[config.mk]
export PLATFORM = sky130hd
export DESIGN_NAME = rotor_cipher_stage_core
export DESIGN_NICKNAME = d
export VERILOG_FILES = /design/src/design/rcs_pkg.sv /design/src/design/rotor_cipher_stage_core.sv
export SDC_FILE = /design/constraint.sdc
export NUM_CORES = 1
export LEC_CHECK = 0
export BUFFER_PORTS_ARGS = -buffer_cell sky130_fd_sc_hd__buf_4
export CORE_ASPECT_RATIO = 1.2
export CORE_MARGIN = 3
export CORE_UTILIZATION = 44
export CTS_CLUSTER_SIZE = 12
export DETAILED_ROUTE_END_ITERATION = 6
export GPL_ROUTABILITY_DRIVEN = 0
export SLEW_MARGIN = 20
export SYNTH_ARGS = -nofsm -noshare
export SYNTH_HDL_FRONTEND = slang
export SYNTH_SLANG_ARGS = --single-unit
[constraint.sdc]
create_clock -name clk -period 7.5 [get_ports clk]
set_input_delay 0.75 -clock clk [delete_from_list [all_inputs] [get_ports clk]]
set_output_delay 0.75 -clock clk [all_outputs]
set_load 0.01 [all_outputs]
[src/design/rcs_pkg.sv]
// ----------------------------------------------------------------------------
// Rotor cipher stage package
// Shared sizes, command codes and transaction types for the rotor stage.
// ----------------------------------------------------------------------------
`default_nettype none

package rcs_pkg;

  // The alphabet size is a power of two, so digit extraction is a shift.
  localparam int ALPHA_BITS    = 5;
  localparam int ALPHABET_SIZE = 1 << ALPHA_BITS;
  localparam int ADDR_W        = (ALPHA_BITS > 0) ? ALPHA_BITS : 1;
  localparam int POSITION_WIDTH = 32;
  localparam int LETTER_W      = 5;
  localparam int KEY_W         = (ALPHA_BITS > LETTER_W) ? ALPHA_BITS : LETTER_W;

  localparam logic [1:0] KIND_LOAD   = 2'd0;
  localparam logic [1:0] KIND_ENCODE = 2'd1;
  localparam logic [1:0] KIND_DECODE = 2'd2;

  typedef struct packed {
    logic [1:0]          kind;
    logic [LETTER_W-1:0] entry_index;
    logic [LETTER_W-1:0] left_value;
    logic [LETTER_W-1:0] right_value;
    logic [LETTER_W-1:0] letter;
    logic                direction;
  } cmd_t;

  typedef struct packed {
    logic [LETTER_W-1:0] out_letter;
    logic                no_match;
  } result_t;

endpackage

`default_nettype wire

[src/design/rotor_cipher_stage_core.sv]
// ----------------------------------------------------------------------------
// Rotor cipher stage core
// One rotor: a loadable wiring table with encode and decode step counters.
// ----------------------------------------------------------------------------
// A command transaction is taken when start is high and busy is low. A load
// command writes one wiring entry in that same edge and leaves busy low.
// An encode or decode command advances its step counter and raises busy.
// The rotor offset is then found by shifting the position right one digit
// per cycle until only the top digit is left, and the wiring memory is
// scanned through its single read port, one entry per cycle, over all
// ALPHABET_SIZE entries, with a drain state for the read latency. The reply
// state then forms the result, which is shown on result for exactly one
// cycle with done high.
// Busy falls in the cycle done is shown, so the next command can be taken
// at the end of that cycle.
// The receiver cannot stall, so results are never held back.
// Reset clears both step counters and the sequencer; the wiring table is not
// cleared and must be loaded before use. Kind 3 is ignored.
// ----------------------------------------------------------------------------
`default_nettype none

module rotor_cipher_stage_core (
  input  wire logic           clk,
  input  wire logic           rst,
  input  wire logic           start,
  output logic                busy,
  input  rcs_pkg::cmd_t       cmd,
  output logic                done,
  output rcs_pkg::result_t    result
);

  typedef enum logic [4:0] {
    ST_IDLE  = 5'b00001,
    ST_DIGIT = 5'b00010,
    ST_SCAN  = 5'b00100,
    ST_DRAIN = 5'b01000,
    ST_REPLY = 5'b10000
  } state_t;

  state_t state;

  logic [rcs_pkg::POSITION_WIDTH-1:0] encode_position;
  logic [rcs_pkg::POSITION_WIDTH-1:0] decode_position;
  logic [rcs_pkg::POSITION_WIDTH-1:0] pos;
  logic [rcs_pkg::KEY_W-1:0]          key;
  logic [rcs_pkg::LETTER_W-1:0]       letter;
  logic                               direction;
  logic                               is_decode;
  logic [rcs_pkg::ADDR_W-1:0]         scan_addr;
  logic                               cmp_valid;
  logic                               hit;
  logic [rcs_pkg::LETTER_W-1:0]       own;

  logic [2*rcs_pkg::LETTER_W-1:0] wiring_mem [rcs_pkg::ALPHABET_SIZE];
  logic [2*rcs_pkg::LETTER_W-1:0] mem_q;

  logic                          accept;
  logic [rcs_pkg::ALPHA_BITS-1:0] offset;
  logic [rcs_pkg::ALPHA_BITS-1:0] search;
  logic [rcs_pkg::LETTER_W-1:0]  mem_left;
  logic [rcs_pkg::LETTER_W-1:0]  mem_right;
  logic [rcs_pkg::LETTER_W-1:0]  opp_value;
  logic [rcs_pkg::LETTER_W-1:0]  own_value;
  logic [rcs_pkg::KEY_W:0]       own_ext;
  logic [rcs_pkg::KEY_W:0]       off_ext;
  logic [rcs_pkg::KEY_W:0]       diff;
  rcs_pkg::result_t              result_next;

  assign busy   = (state != ST_IDLE);
  assign accept = start && !busy;

  assign offset = pos[rcs_pkg::ALPHA_BITS-1:0];
  assign search = rcs_pkg::ALPHA_BITS'(rcs_pkg::ALPHA_BITS'(letter) + offset);

  assign mem_left  = mem_q[2*rcs_pkg::LETTER_W-1:rcs_pkg::LETTER_W];
  assign mem_right = mem_q[rcs_pkg::LETTER_W-1:0];
  assign opp_value = direction ? mem_left : mem_right;
  assign own_value = direction ? mem_right : mem_left;

  assign own_ext = (rcs_pkg::KEY_W + 1)'(own);
  assign off_ext = (rcs_pkg::KEY_W + 1)'(offset);

  always_comb begin
    if (own_ext >= off_ext) begin
      diff = own_ext - off_ext;
    end else begin
      diff = own_ext + (rcs_pkg::KEY_W + 1)'(rcs_pkg::ALPHABET_SIZE) - off_ext;
    end
    if (!hit) begin
      result_next.out_letter = '0;
      result_next.no_match   = 1'b1;
    end else if (is_decode) begin
      result_next.out_letter = rcs_pkg::LETTER_W'(diff);
      result_next.no_match   = 1'b0;
    end else begin
      result_next.out_letter = own;
      result_next.no_match   = 1'b0;
    end
  end

  // Wiring memory: one write port for loads, one registered read port for scans.
  always_ff @(posedge clk) begin
    if (accept && cmd.kind == rcs_pkg::KIND_LOAD
        && int'(cmd.entry_index) < rcs_pkg::ALPHABET_SIZE) begin
      wiring_mem[rcs_pkg::ADDR_W'(cmd.entry_index)] <= {cmd.left_value, cmd.right_value};
    end
  end

  always_ff @(posedge clk) begin
    mem_q <= wiring_mem[scan_addr];
  end

  always_ff @(posedge clk) begin
    if (rst) begin
      state           <= ST_IDLE;
      encode_position <= '0;
      decode_position <= '0;
      done            <= 1'b0;
      cmp_valid       <= 1'b0;
    end else begin
      done      <= 1'b0;
      cmp_valid <= (state == ST_SCAN);
      case (state)
        ST_IDLE: begin
          if (accept) begin
            case (cmd.kind)
              rcs_pkg::KIND_ENCODE: begin
                encode_position <= encode_position + rcs_pkg::POSITION_WIDTH'(1);
                pos             <= encode_position + rcs_pkg::POSITION_WIDTH'(1);
                is_decode       <= 1'b0;
                state           <= ST_DIGIT;
              end
              rcs_pkg::KIND_DECODE: begin
                decode_position <= decode_position + rcs_pkg::POSITION_WIDTH'(1);
                pos <= cmd.direction ? decode_position
                                     : decode_position + rcs_pkg::POSITION_WIDTH'(2);
                is_decode       <= 1'b1;
                state           <= ST_DIGIT;
              end
              default: begin
                state <= ST_IDLE;
              end
            endcase
            letter    <= cmd.letter;
            direction <= cmd.direction;
            key       <= rcs_pkg::KEY_W'(cmd.letter);
          end
        end
        ST_DIGIT: begin
          if ((pos >> rcs_pkg::ALPHA_BITS) != '0) begin
            pos <= pos >> rcs_pkg::ALPHA_BITS;
          end else begin
            if (!is_decode) begin
              key <= rcs_pkg::KEY_W'(search);
            end
            hit       <= 1'b0;
            own       <= '0;
            scan_addr <= '0;
            state     <= ST_SCAN;
          end
        end
        ST_SCAN: begin
          scan_addr <= scan_addr + rcs_pkg::ADDR_W'(1);
          if (scan_addr == rcs_pkg::ADDR_W'(rcs_pkg::ALPHABET_SIZE - 1)) begin
            state <= ST_DRAIN;
          end
        end
        ST_DRAIN: begin
          state <= ST_REPLY;
        end
        ST_REPLY: begin
          done  <= 1'b1;
          state <= ST_IDLE;
        end
        default: begin
          state <= ST_IDLE;
        end
      endcase
      if (cmp_valid && rcs_pkg::KEY_W'(opp_value) == key) begin
        hit <= 1'b1;
        own <= own_value;
      end
    end
  end

  always_ff @(posedge clk) begin
    if (state == ST_REPLY) begin
      result <= result_next;
    end
  end

  a_done_single: assert property (@(posedge clk) disable iff (rst)
    done |=> !done)
    else $error("done was high for two cycles in a row");

  a_letter_starts_work: assert property (@(posedge clk) disable iff (rst)
    (accept && (cmd.kind == rcs_pkg::KIND_ENCODE || cmd.kind == rcs_pkg::KIND_DECODE))
      |=> busy)
    else $error("encode or decode transaction did not raise busy");

  a_load_stays_idle: assert property (@(posedge clk) disable iff (rst)
    (accept && cmd.kind == rcs_pkg::KIND_LOAD) |=> !busy && !done)
    else $error("load transaction started work or produced a result");

  a_reply_gives_done: assert property (@(posedge clk) disable iff (rst)
    (state == ST_REPLY) |=> done && !busy)
    else $error("reply state did not present a result");

  a_no_match_zero: assert property (@(posedge clk) disable iff (rst)
    (done && result.no_match) |-> result.out_letter == '0)
    else $error("unmatched result carries a nonzero letter");

endmodule

`default_nettype wire
==> results of run 1 <==
-- logic make-up (layout without fill, tap and decap cells) --
group           Yosys count  in the layout  share of synthesized area, %
compound gates          130            130                          3.92
xor+xnor                110            110                          4.74
fa+ha+maj                18             18                          1.18
buf+inv                 107            148                          2.30
flops                   462            462                          64.3
mux                     133            133                          12.1
simple gates            440            440                          11.5
-- cells in the mapped netlist, types with 9 or more instances --
| library cell | instances |
|---|---|
| nand2_1 | 78 |
| nor2b_1 | 9 |
| nand3_1 | 34 |
| inv_1 | 23 |
| o21ai_0 | 35 |
| dfxtp_1 | 81 |
| nand4_1 | 39 |
| ha_1 | 16 |
| clkbuf_1 | 35 |
| o21a_1 | 13 |
| and2_1 | 9 |
| and4_1 | 10 |
| buf_1 | 15 |
| xnor2_1 | 53 |
| nor4_1 | 20 |
| a22oi_1 | 11 |
| mux4_2 | 90 |
| a21oi_1 | 33 |
| buf_2 | 29 |
| xor2_1 | 57 |
| and3_1 | 16 |
| mux2i_1 | 40 |
| edfxtp_1 | 381 |
| nor2_1 | 135 |
| nand2b_1 | 10 |
| nor3_1 | 32 |
| or3_1 | 10 |
-- path summary, 6_finish.rpt --
path,start,endpoint,slack [ns],depth (start not counted)
min reg2reg,encode_position[1],encode_position[1],0.53,2
max reg2reg,state[1],wiring_mem[24][9],4.24,5
min,cmd[3],letter[2],0.37,1
max,state[1],wiring_mem[24][9],4.24,5
-- per-stage QoR --
stage / hold slack, ns / cells / util, % / total power (µW)
3_3_place_gp: 0.490 / 1967 / 46.4 / 2980
4_1_cts: 0.335 / 2050 / 49.7 / 5240
6_report: 0.370 / 2050 / 49.7 / 5180
5_1_grt: 0.344 / 2050 / 49.7 / 5350
2_1_floorplan: 0.471 / 1400 / - / 2910
3_5_place_dp: 0.514 / 1967 / 46.4 / 2980
-- area by class of cell --
cell class | count | area [µm²] | area share [%]
Timing Repair Buffer | 42 | 319 | 1.42
Clock inverter | 13 | 155 | 0.689
Inverter | 23 | 86.3 | 0.383
Sequential cell | 462 | 13100 | 58.0
Multi-Input combinational cell | 831 | 6820 | 30.3
Tap cell | 609 | 762 | 3.38
Clock buffer | 70 | 1320 | 5.84
-- sequential cells by signal, summed over array words and instances, names as in the netlist --
signal,cells
mem_q,10
letter,5
wiring_mem,320
done,1
hit,1
is_decode,1
result,6
state,5
own,5
key,5
scan_addr,5
direction,1
decode_position,32
cmp_valid,1
pos,32
encode_position,32
-- routing by layer --
metal	up-vias	GRT usage [%]	share of wire, %
li1	5376	-	-
met4	0	7.27	3.4
met2	347	33.4	50
met3	82	3.28	4.8
met5	-	0	0
met1	5934	25.0	41
-- worst max-delay path, stage by stage (launching register included) --
cell and delay [ns]:
dfxtp_1 0.36, nor3_1 0.57, nand2_1 0.24, nor3b_2 0.65, nand3_1 0.34, nor2_1 0.72
-- report_power, final --
group          switching, µW  total [µW]  internal, µW
Combinational           94.1         130          35.8
Sequential              10.3        2800          2790
Clock                    970        2260          1290
==> reports/qor.yml, run 1 <==
outcome:
  outcome: "complete, no violations"
grt:
  initial_antenna_violation_count: 1
  grt_first_pass_wirelength_um: 71900
  maximum_number_of_pins_on_one_net_before_global_route_repair: 54
  first_global_vias: 11700
  groute.usage.overall_pct: 19.4
  grt_overflow_total: 0
clock_network:
  cts_hold_buffers: 0
  cts_resized: 0
  htree_levels: 2
  post_cts_clock_slew_at_the_launch_and_capture_registers_of_the_worst_setup_and_hold_paths_ns: 0.06
  cts_tree: "built"
  cts_inserted_buffers: 48
  cts_post_setup_buffers_inserted: 0
  ctsRootBufferMaster: "clkbuf_16"
  cts.path.max_buffers: 3
  worst_skew_pair.late_latency_ns: 0.59
  cts.sink_count: 462
detailed_routing:
  drt_iter0_drc: 870
  drtAntennaViolNets: 0
  num_vias: 11700
  drc: 0
  detail_route.vias_per_cell: 5.73
  firstDrtPassIters: 5
  routed_wire_length_per_instance_um: 23.1
  wl_um: 47400
power_and_ir_drop:
  vdd.ir_drop.worst_mv: 0.193
  p_leak_uw: 0.00726
  power.density_cell_area_nw_per_um2: 230
layout:
  most-common-layout-cells: "edfxtp_1, nor2_1, mux4_2"
  synthToLayoutAreaGrowth_pct: 10.8
  n_fill_cell: 3880
  leading_cell_type_in_the_layout_fill_and_taps_excluded: "edfxtp_1"
  post_route_cells_drive_above_1_share_pct: 15.3
  final_cell_area_um2: 22500
  fin_nets: 1452
  number_of_antenna_cells_inserted: 0
setup_path:
  cp.arrival_ns: 3.46
  critical_path_peak_fanout: 10
  end_kind: "flop"
  setup.worst_path.class: "flop to flop"
  worst_ep_required_time_ns: 7.70
  critPathLaunchType: "flop"
hold_path:
  timing.hold.worst.class: "input port to flop"
synth:
  post_synth_instance_area_um2: 20300
  ys_seq_area_share_pct: 64.3
  syn_area_per_cell_um2: 14.5
  yosys_most_used_dff: "edfxtp_1"
  synth_largest_area_cell: "edfxtp_1"
  synthesis.instances: 1400
  ys.warnings.count: 0
  netlist-cell-type-count: 61
  post_synth_main_area_contributors: "edfxtp_1, mux4_2, dfxtp_1"
  synth.ff_latch_count: 462
  synthDominantCellAreaShare_pct: 56.3
  synth_async_sr_flop_share_pct: 0
  syn-num-nets: 1444
  synth_enable_flop_cells: 381
floorplan:
  die_area_um2: 48800
  die_y_um: 241
  number_of_standard_cell_rows_in_the_floorplan: 85
  initial_utilization_pct: 44.9
  ios: 34
  die-width_um: 202
  core_um2: 45300
sta:
  final.period_utilization_pct: 43.4
  grt_setup_unrepaired: "no"
  postLayoutSetupSlackWorst_ns: 4.24
  finalHoldViolCount: 0
  finClkSkew_ns: 0.0201
  final_max_slew_viol_count: 0
  timing_worst_slew_pin_value_ns: 1.15
  clock.fmax_mhz: 307
  setup-violations-final: 0
  totalNegativeSetupSlack_ns: 0
  slew_headroom_pct: 23.3
  timing.final.crit_period_ns: 3.26
placed_design:
  post-dp-hpwl_um: 31400
  pre_cts_slack_ns: 3.99
  dpl-instance-area_um2: 21000
  numPortBuffers: 33
flow_run:
  cap_viol_max_count: 0
(Power assumes the default switching activity.)
==> inputs of run 2 (changes only) <==
Clock period 7.5 ns to 3.3 ns, I/O delays scaled along.
==> run 2 against run 1 <==
Effect of this change: global-route usage hardly changed; combinational power is 130% higher; register-to-register slack got worse by 3.6 ns; worst setup slack got worse by 3.6 ns; maximum frequency rose by 21%; critical endpoint is now key[1]; core utilization increased by 0.97 points; clock-buffer cell count fell by 2; largest cell class unchanged; clock skew is 0.033 ns higher; sequential power rose by 130%.
==> reports/qor.yml, run 2 (synthesis results as in run 1) <==
layout:
  final_cell_area_um2: 23000  # +2.0%
  number_of_antenna_cells_inserted: 0  # unchanged
  synthToLayoutAreaGrowth_pct: 13.0
  most-common-layout-cells: "edfxtp_1, nor2_1, buf_4"
  post_route_cells_drive_above_1_share_pct: 17.8  # +2.5 points
  multi_input_comb_area_um2: 6810  # -0.18%
  most_flops_register: "wiring_mem"
  largest_reg_flops: 320  # unchanged
  leading_cell_type_in_the_layout_fill_and_taps_excluded: "edfxtp_1"
  n_fill_cell: 3835  # -1.2%
  sequential_cell_area_um2: 13100  # unchanged
  fin_nets: 1512  # +4.1%
clock_network:
  cts_post_setup_buffers_inserted: 0  # unchanged
  post_cts_clock_slew_at_the_launch_and_capture_registers_of_the_worst_setup_and_hold_paths_ns: 0.06  # about the same
  ctsRootBufferMaster: "clkbuf_16"
  cts_inserted_buffers: 47  # -2.1%
  cts_resized: 0  # unchanged
  cts_hold_buffers: 5  # +5
  worst_skew_pair.late_latency_ns: 0.59  # about the same
  cts_tree: "built"
  cts.path.max_buffers: 3  # unchanged
  htree_levels: 2  # unchanged
  cts.sink_count: 462  # unchanged
detailed_routing:
  wl_um: 47400  # about the same
  highest-signal-layer: "met4"
  drtAntennaViolNets: 0  # unchanged
  num_vias: 11900  # +1.5%
  drt_iter0_drc: 908  # +4.4%
  wirelength_met1_um: 19500  # -0.46%
  detailroute.wirelength.met3_um: 2410  # +6.1%
  detail_route.vias_per_cell: 5.65  # -1.4%
  drc: 0  # unchanged
  firstDrtPassIters: 5  # unchanged
  routed_wire_length_per_instance_um: 22.4  # -2.8%
  detailed_routed_wire_length_on_met2_um: 24000  # +0.67%
floorplan:
  initial_utilization_pct: 44.9  # unchanged
  core_um2: 45300  # unchanged
  die_area_um2: 48800  # unchanged
  number_of_standard_cell_rows_in_the_floorplan: 85  # unchanged
  die_y_um: 241  # unchanged
  die-width_um: 202  # unchanged
  ios: 34  # unchanged
sta:
  slew_headroom_pct: 40.9  # +18 points
  grt_setup_unrepaired: "no"
  setup-violations-final: 0  # unchanged
  timing.final.crit_period_ns: 2.69  # -0.566 ns
  finalHoldViolCount: 0  # unchanged
  totalNegativeSetupSlack_ns: 0  # unchanged
  final_max_slew_viol_count: 0  # unchanged
  clock.fmax_mhz: 372  # +21%
  timing_worst_slew_pin_value_ns: 0.886  # -0.260 ns
  final.period_utilization_pct: 81.6  # +38 points
  finClkSkew_ns: 0.0534  # +0.0333 ns
flow_run:
  cap_viol_max_count: 0  # unchanged
setup_path:
  critical_path_peak_fanout: 12  # +2
  cp_slowest_cell: "or4_1"
  critPathLaunchType: "flop"
  worst_ep_required_time_ns: 3.53  # -4.17 ns
  timing.reg2reg.setup_slack_ns: 0.61  # -3.63 ns
  rr_endpoint: "key[1]"
  worstPathCellList: "or3b_1 > or2_1 > or4_1 > a21oi_1"
  rr_worst_depth: 4  # -1
  end_kind: "flop"
  setup.worst_path.class: "flop to flop"
  max_stage_delay_ns: 0.56  # -0.16 ns
  critical_path.startpoint: "state[1]"
  cp.arrival_ns: 2.92  # -0.54 ns
  endpoint: "key[1]"
  r2r-start: "state[1]"
grt:
  maximum_number_of_pins_on_one_net_before_global_route_repair: 83  # +54%
  groute.usage.overall_pct: 19.4  # +0.032 points
  first_global_vias: 11800  # +1.5%
  grt_overflow_total: 0  # unchanged
  grt_first_pass_wirelength_um: 72000  # about the same
  initial_antenna_violation_count: 0  # -1
placed_design:
  dpl-instance-area_um2: 21500  # +2.3%
  numPortBuffers: 33  # unchanged
  post-dp-hpwl_um: 31700  # +1.1%
power_and_ir_drop:
  power.density_cell_area_nw_per_um2: 504  # +120%
  p_leak_uw: 0.00756  # +4.2%
  vdd.ir_drop.worst_mv: 0.496  # +160%
hold_path:
  timing.hold.worst.class: "input port to flop"
outcome:
  outcome: "complete, no violations"
-- run 2: through the flow --
stage | total power, µW | instances | util, % | setup slack, ns | hold WS (ns)
3_3_place_gp | 6780 | 2023 | 47.5 | 0.715 | 0.497
6_report | 11600 | 2110 | 50.7 | 0.608 | 0.0375
4_1_cts | 11700 | 2110 | 50.7 | 0.624 | 0.00468
3_5_place_dp | 6780 | 2023 | 47.5 | 0.632 | 0.499
2_1_floorplan | 6620 | 1400 | - | 0.421 | 0.429
5_1_grt | 12000 | 2110 | 50.7 | 0.456 | 0.0175
-- run 2: area by class of cell --
class	instances	share of cell area [%]
sequential	462	56.9
multi-input combinational	831	29.6
clock buffer	68	5.56
timing repair buffer	103	3.69
tap	609	3.32
clock inverter	14	0.512
inverter	23	0.376
-- run 2: critical path: cells and delay by family (launching register included) --
kind | cells | cell delay [ns]
AND/OR/NAND/NOR | 3 | 1.47
flip-flops | 1 | 0.42
AO/OA/AOI/OAI | 1 | 0.44
-- run 2: worst min-delay path by stage --
stage                                  start            endpoint  slack (ns)  cells after the start
after floorplan                       cmd[0]           direction        0.43                      0
after global placement    encode_position[1]  encode_position[1]        0.50                      2
after detailed placement  encode_position[1]  encode_position[1]        0.50                      2
after CTS                             cmd[0]           direction       0.005                      1
after global routing                  cmd[0]           direction        0.02                      1
final                                 cmd[0]           direction        0.04                      1
-- run 2: report_power, final --
part	leakage (µW)	switching, µW	internal, µW
clock network	0.000677	2150	2760
registers	0.00410	23.7	6340
logic	0.00279	213	92.4
-- run 2: routing by layer --
| layer | vias to the layer above | track usage (%) |
|---|---|---|
| met5 | - | 0 |
| met4 | 0 | 6.70 |
| met3 | 70 | 3.05 |
| met2 | 318 | 34.0 |
| met1 | 6037 | 25.0 |
| li1 | 5493 | - |
==> inputs of run 3 (changes only) <==
Settings changed: ABC_AREA from default to 1.
Clock period 3.3 ns to 2.6 ns, I/O delays scaled along.
==> run 3 against run 2 <==
Effect of this change: highest routed layer unchanged; first-iteration DRC count is 79% higher; the run now ends with DRC left; non-clock buffer count is 1 higher; routed wire length is 22% higher; largest power group unchanged; sequential power grew 29%; clock-buffer cell count is 2 higher; critical path type unchanged.
==> reports/qor.yml, run 3 <==
synth:
  post_synth_instance_area_um2: 21200  # +4.2%
  synth_commonest_cells: "nand2_1, nor2_1, edfxtp_1"
  synthDominantCellAreaShare_pct: 54.0  # -2.3 points
  post_synth_main_area_contributors: "edfxtp_1, nand2_1, dfxtp_1"
  synthesis.instances: 2219  # +59%
  synth_async_sr_flop_share_pct: 0  # unchanged
  syn_area_per_cell_um2: 9.55  # -34%
  post_synth_xor_area_fraction_pct: 1.53  # -3.2 points
  synth_compound_gate_area_share_pct: 9.42  # +5.5 points
  largest_family_of_logic_cells_by_synthesized_area: "simple AND/OR/NAND/NOR gates"
  synthAdderAreaFrac_pct: 1.13  # -0.048 points
  netlist-cell-type-count: 44  # -28%
  ys_seq_area_share_pct: 61.7  # -2.6 points
  synth.ff_latch_count: 462  # unchanged
  muxShareOfSynthArea_pct: 0  # -12 points
  yosys_most_used_dff: "edfxtp_1"
  syn-num-nets: 2263  # +57%
  ys.warnings.count: 0  # unchanged
  synth_enable_flop_cells: 381  # unchanged
  yosys.cell_count.top_type: "nand2_1"
  synth_largest_area_cell: "edfxtp_1"
  synth_simple_gate_area_share_pct: 21.7  # +10 points
setup_path:
  critical_path_peak_fanout: 13  # +1
  critPathMostFrequentCell: "o21ai_0"
  critPathLaunchType: "flop"
  max_stage_delay_ns: 0.55  # about the same
  cp_slowest_cell: "edfxtp_1"
  end_kind: "flop"
  rr_worst_depth: 6  # +2
  cp.arrival_ns: 2.52  # -0.40 ns
  worstPathCellList: "inv_1 > o21ai_0 > o21ai_0 > nor2_1 > nand3_1 > a21oi_1"
  worst_ep_required_time_ns: 2.84  # -0.69 ns
  setup.worst_path.class: "flop to flop"
floorplan:
  number_of_standard_cell_rows_in_the_floorplan: 87  # +2.4%
  die_y_um: 246  # +2.0%
  ios: 34  # unchanged
  die-width_um: 206  # +2.0%
  core_um2: 47200  # +4.3%
  initial_utilization_pct: 44.8  # about the same
  die_area_um2: 50800  # +4.1%
sta:
  final.period_utilization_pct: 87.8  # +6.2 points
  clock.fmax_mhz: 438  # +18%
  final_max_slew_viol_count: 0  # unchanged
  timing_worst_slew_pin_value_ns: 0.740  # -0.145 ns
  finalHoldViolCount: 0  # unchanged
  finClkSkew_ns: 0.0268  # -0.0266 ns
  grt_setup_unrepaired: "no"
  setup-violations-final: 0  # unchanged
  timing.final.crit_period_ns: 2.28  # -0.410 ns
  slew_headroom_pct: 50.6  # +9.7 points
  totalNegativeSetupSlack_ns: 0  # unchanged
layout:
  post_route_cells_drive_above_1_share_pct: 8.82  # -9.0 points
  largest_reg_flops: 320  # unchanged
  most-common-layout-cells: "nand2_1, nor2_1, edfxtp_1"
  n_fill_cell: 4320  # +13%
  most_flops_register: "wiring_mem"
  leading_cell_type_in_the_layout_fill_and_taps_excluded: "nand2_1"
  synthToLayoutAreaGrowth_pct: 12.7
  number_of_antenna_cells_inserted: 0  # unchanged
  fin_nets: 2323  # +54%
grt:
  groute.usage.overall_pct: 23.1  # +3.6 points
  maximum_number_of_pins_on_one_net_before_global_route_repair: 91  # +9.6%
  initial_antenna_violation_count: 0  # unchanged
  grt_overflow_total: 0  # unchanged
  grt_first_pass_wirelength_um: 90200  # +25%
  first_global_vias: 15500  # +31%
placed_design:
  post-dp-hpwl_um: 38400  # +21%
  numPortBuffers: 33  # unchanged
power_and_ir_drop:
  sw_frac_of_total_pct: 22.3  # +1.7 points
  internal_power_uw: 12000  # +31%
  vdd.ir_drop.worst_mv: 0.496  # +0.14%
  power.density_cell_area_nw_per_um2: 648  # +29%
  power.switching_uw: 3440  # +44%
  power.share.combinational_pct: 4.2  # +1.6 points
  p_seq_share_pct: 52.9  # -2.1 points
  clkPwrFrac_pct: 42.8  # +0.4 points
  total_chip_power_uw: 15500  # +34%
  p_leak_uw: 0.00871  # +15%
detailed_routing:
  routed_wire_length_per_instance_um: 19.7  # -12%
  firstDrtPassIters: 7  # +2
  drtAntennaViolNets: 0  # unchanged
  drc: 1  # +1
  drt_iter0_drc: 1624  # +79%
  num_vias: 16000  # +34%
  wl_um: 58000  # +22%
  detail_route.vias_per_cell: 5.46  # -3.4%
hold_path:
  timing.hold.worst.class: "input port to flop"
  timing.hold.worst_path_depth: 2  # +1
clock_network:
  cts.path.max_buffers: 3  # unchanged
  cts_tree: "built"
  htree_levels: 2  # unchanged
  worst_skew_pair.late_latency_ns: 0.61  # +0.02 ns
  cts_inserted_buffers: 49  # +4.3%
  ctsRootBufferMaster: "clkbuf_16"
  cts_post_setup_buffers_inserted: 0  # unchanged
  cts.sink_count: 462  # unchanged
  post_cts_clock_slew_at_the_launch_and_capture_registers_of_the_worst_setup_and_hold_paths_ns: 0.06  # about the same
flow_run:
  cap_viol_max_count: 0  # unchanged
outcome:
  outcome: "finished with violations"
  violations_in_the_final_reports: "DRC"
-- run 3: cell types whose count changed in the layout (fill, tap and decap cells not counted), sizes merged, moves of 30 or more --
cell and delta:
nand4 -30, mux2i -40, nor2 +288, inv +121
nand2 +372, nand3 +134, mux4 -90, o22ai +52
o21ai +216, xor2 -33, xnor2 -40
-- run 3: logic make-up (layout without fill, tap and decap cells) --
kind of cell	after synthesis	after routing
buffers and inverters	239	333
adders and majority gates	18	18
AOI/OAI and AO/OA	377	377
xor gates and xnor gates	37	37
DFF	462	462
and+or+nand+nor	1086	1086
-- run 3: routing by layer --
| metal | global-route usage (%) | wire length (µm) | up-vias |
|---|---|---|---|
| li1 | - | - | 7698 |
| met1 | 30.7 | 24400 | 7698 |
| met2 | 38.2 | 28100 | 523 |
| met3 | 3.42 | 3420 | 104 |
| met4 | 8.65 | 2090 | 0 |
| met5 | 0 | 0 | - |
-- run 3: critical path: cells and delay by family (launching register included) --
family	cells	cell delay [ns]
AO/OA/AOI/OAI	3	0.87
flip-flops	1	0.55
AND/OR/NAND/NOR	2	0.29
buffers and inverters	1	0.21
-- run 3: path summary, 6_finish.rpt --
check,slack (ns),startpoint,endpoint
max,0.32,direction,own[0]
min,0.13,rst,cmp_valid
max reg2reg,0.32,direction,own[0]
min reg2reg,0.53,encode_position[6],encode_position[6]
-- run 3: final cells by class --
cell class              instances  area [µm²]  share of cell area [%]
flip-flops and latches        462       13100                    54.7
multi-input cells            1518        7160                    30.0
clock buffers                  70        1320                    5.51
repair buffers                104         846                    3.54
well taps                     623         779                    3.27
inverters                     144         546                    2.29
clock inverters                15         165                   0.692
-- run 3: metrics by stage --
| stage | hold WS, ns | instance area [µm²] | util, % | cells | setup slack, ns |
|---|---|---|---|---|---|
| 2_1_floorplan | 0.359 | 21200 | - | 2219 | 0.461 |
| 3_3_place_gp | 0.454 | 22300 | 47.3 | 2845 | 0.422 |
| 3_5_place_dp | 0.454 | 22300 | 47.3 | 2845 | 0.359 |
| 4_1_cts | 0.0986 | 23900 | 50.5 | 2936 | 0.339 |
| 5_1_grt | 0.118 | 23900 | 50.5 | 2936 | 0.0342 |
| 6_report | 0.126 | 23900 | 50.5 | 2936 | 0.318 |
-- run 3: what timing repair did --
item	4_1_cts	5_1_grt
hold buffers	6	0
resized for setup	0	0
hold endpoints to repair	10	0
-- run 3: power groups by stage --
stage / Combinational [µW] / Sequential, µW / Clock (µW)
after floorplan: 358 / 8310 / 0
after global placement: 638 / 8340 / 0
after detailed placement: 649 / 8340 / 0
after CTS: 660 / 8190 / 6760
after global routing: 724 / 8200 / 7080
final: 656 / 8190 / 6620
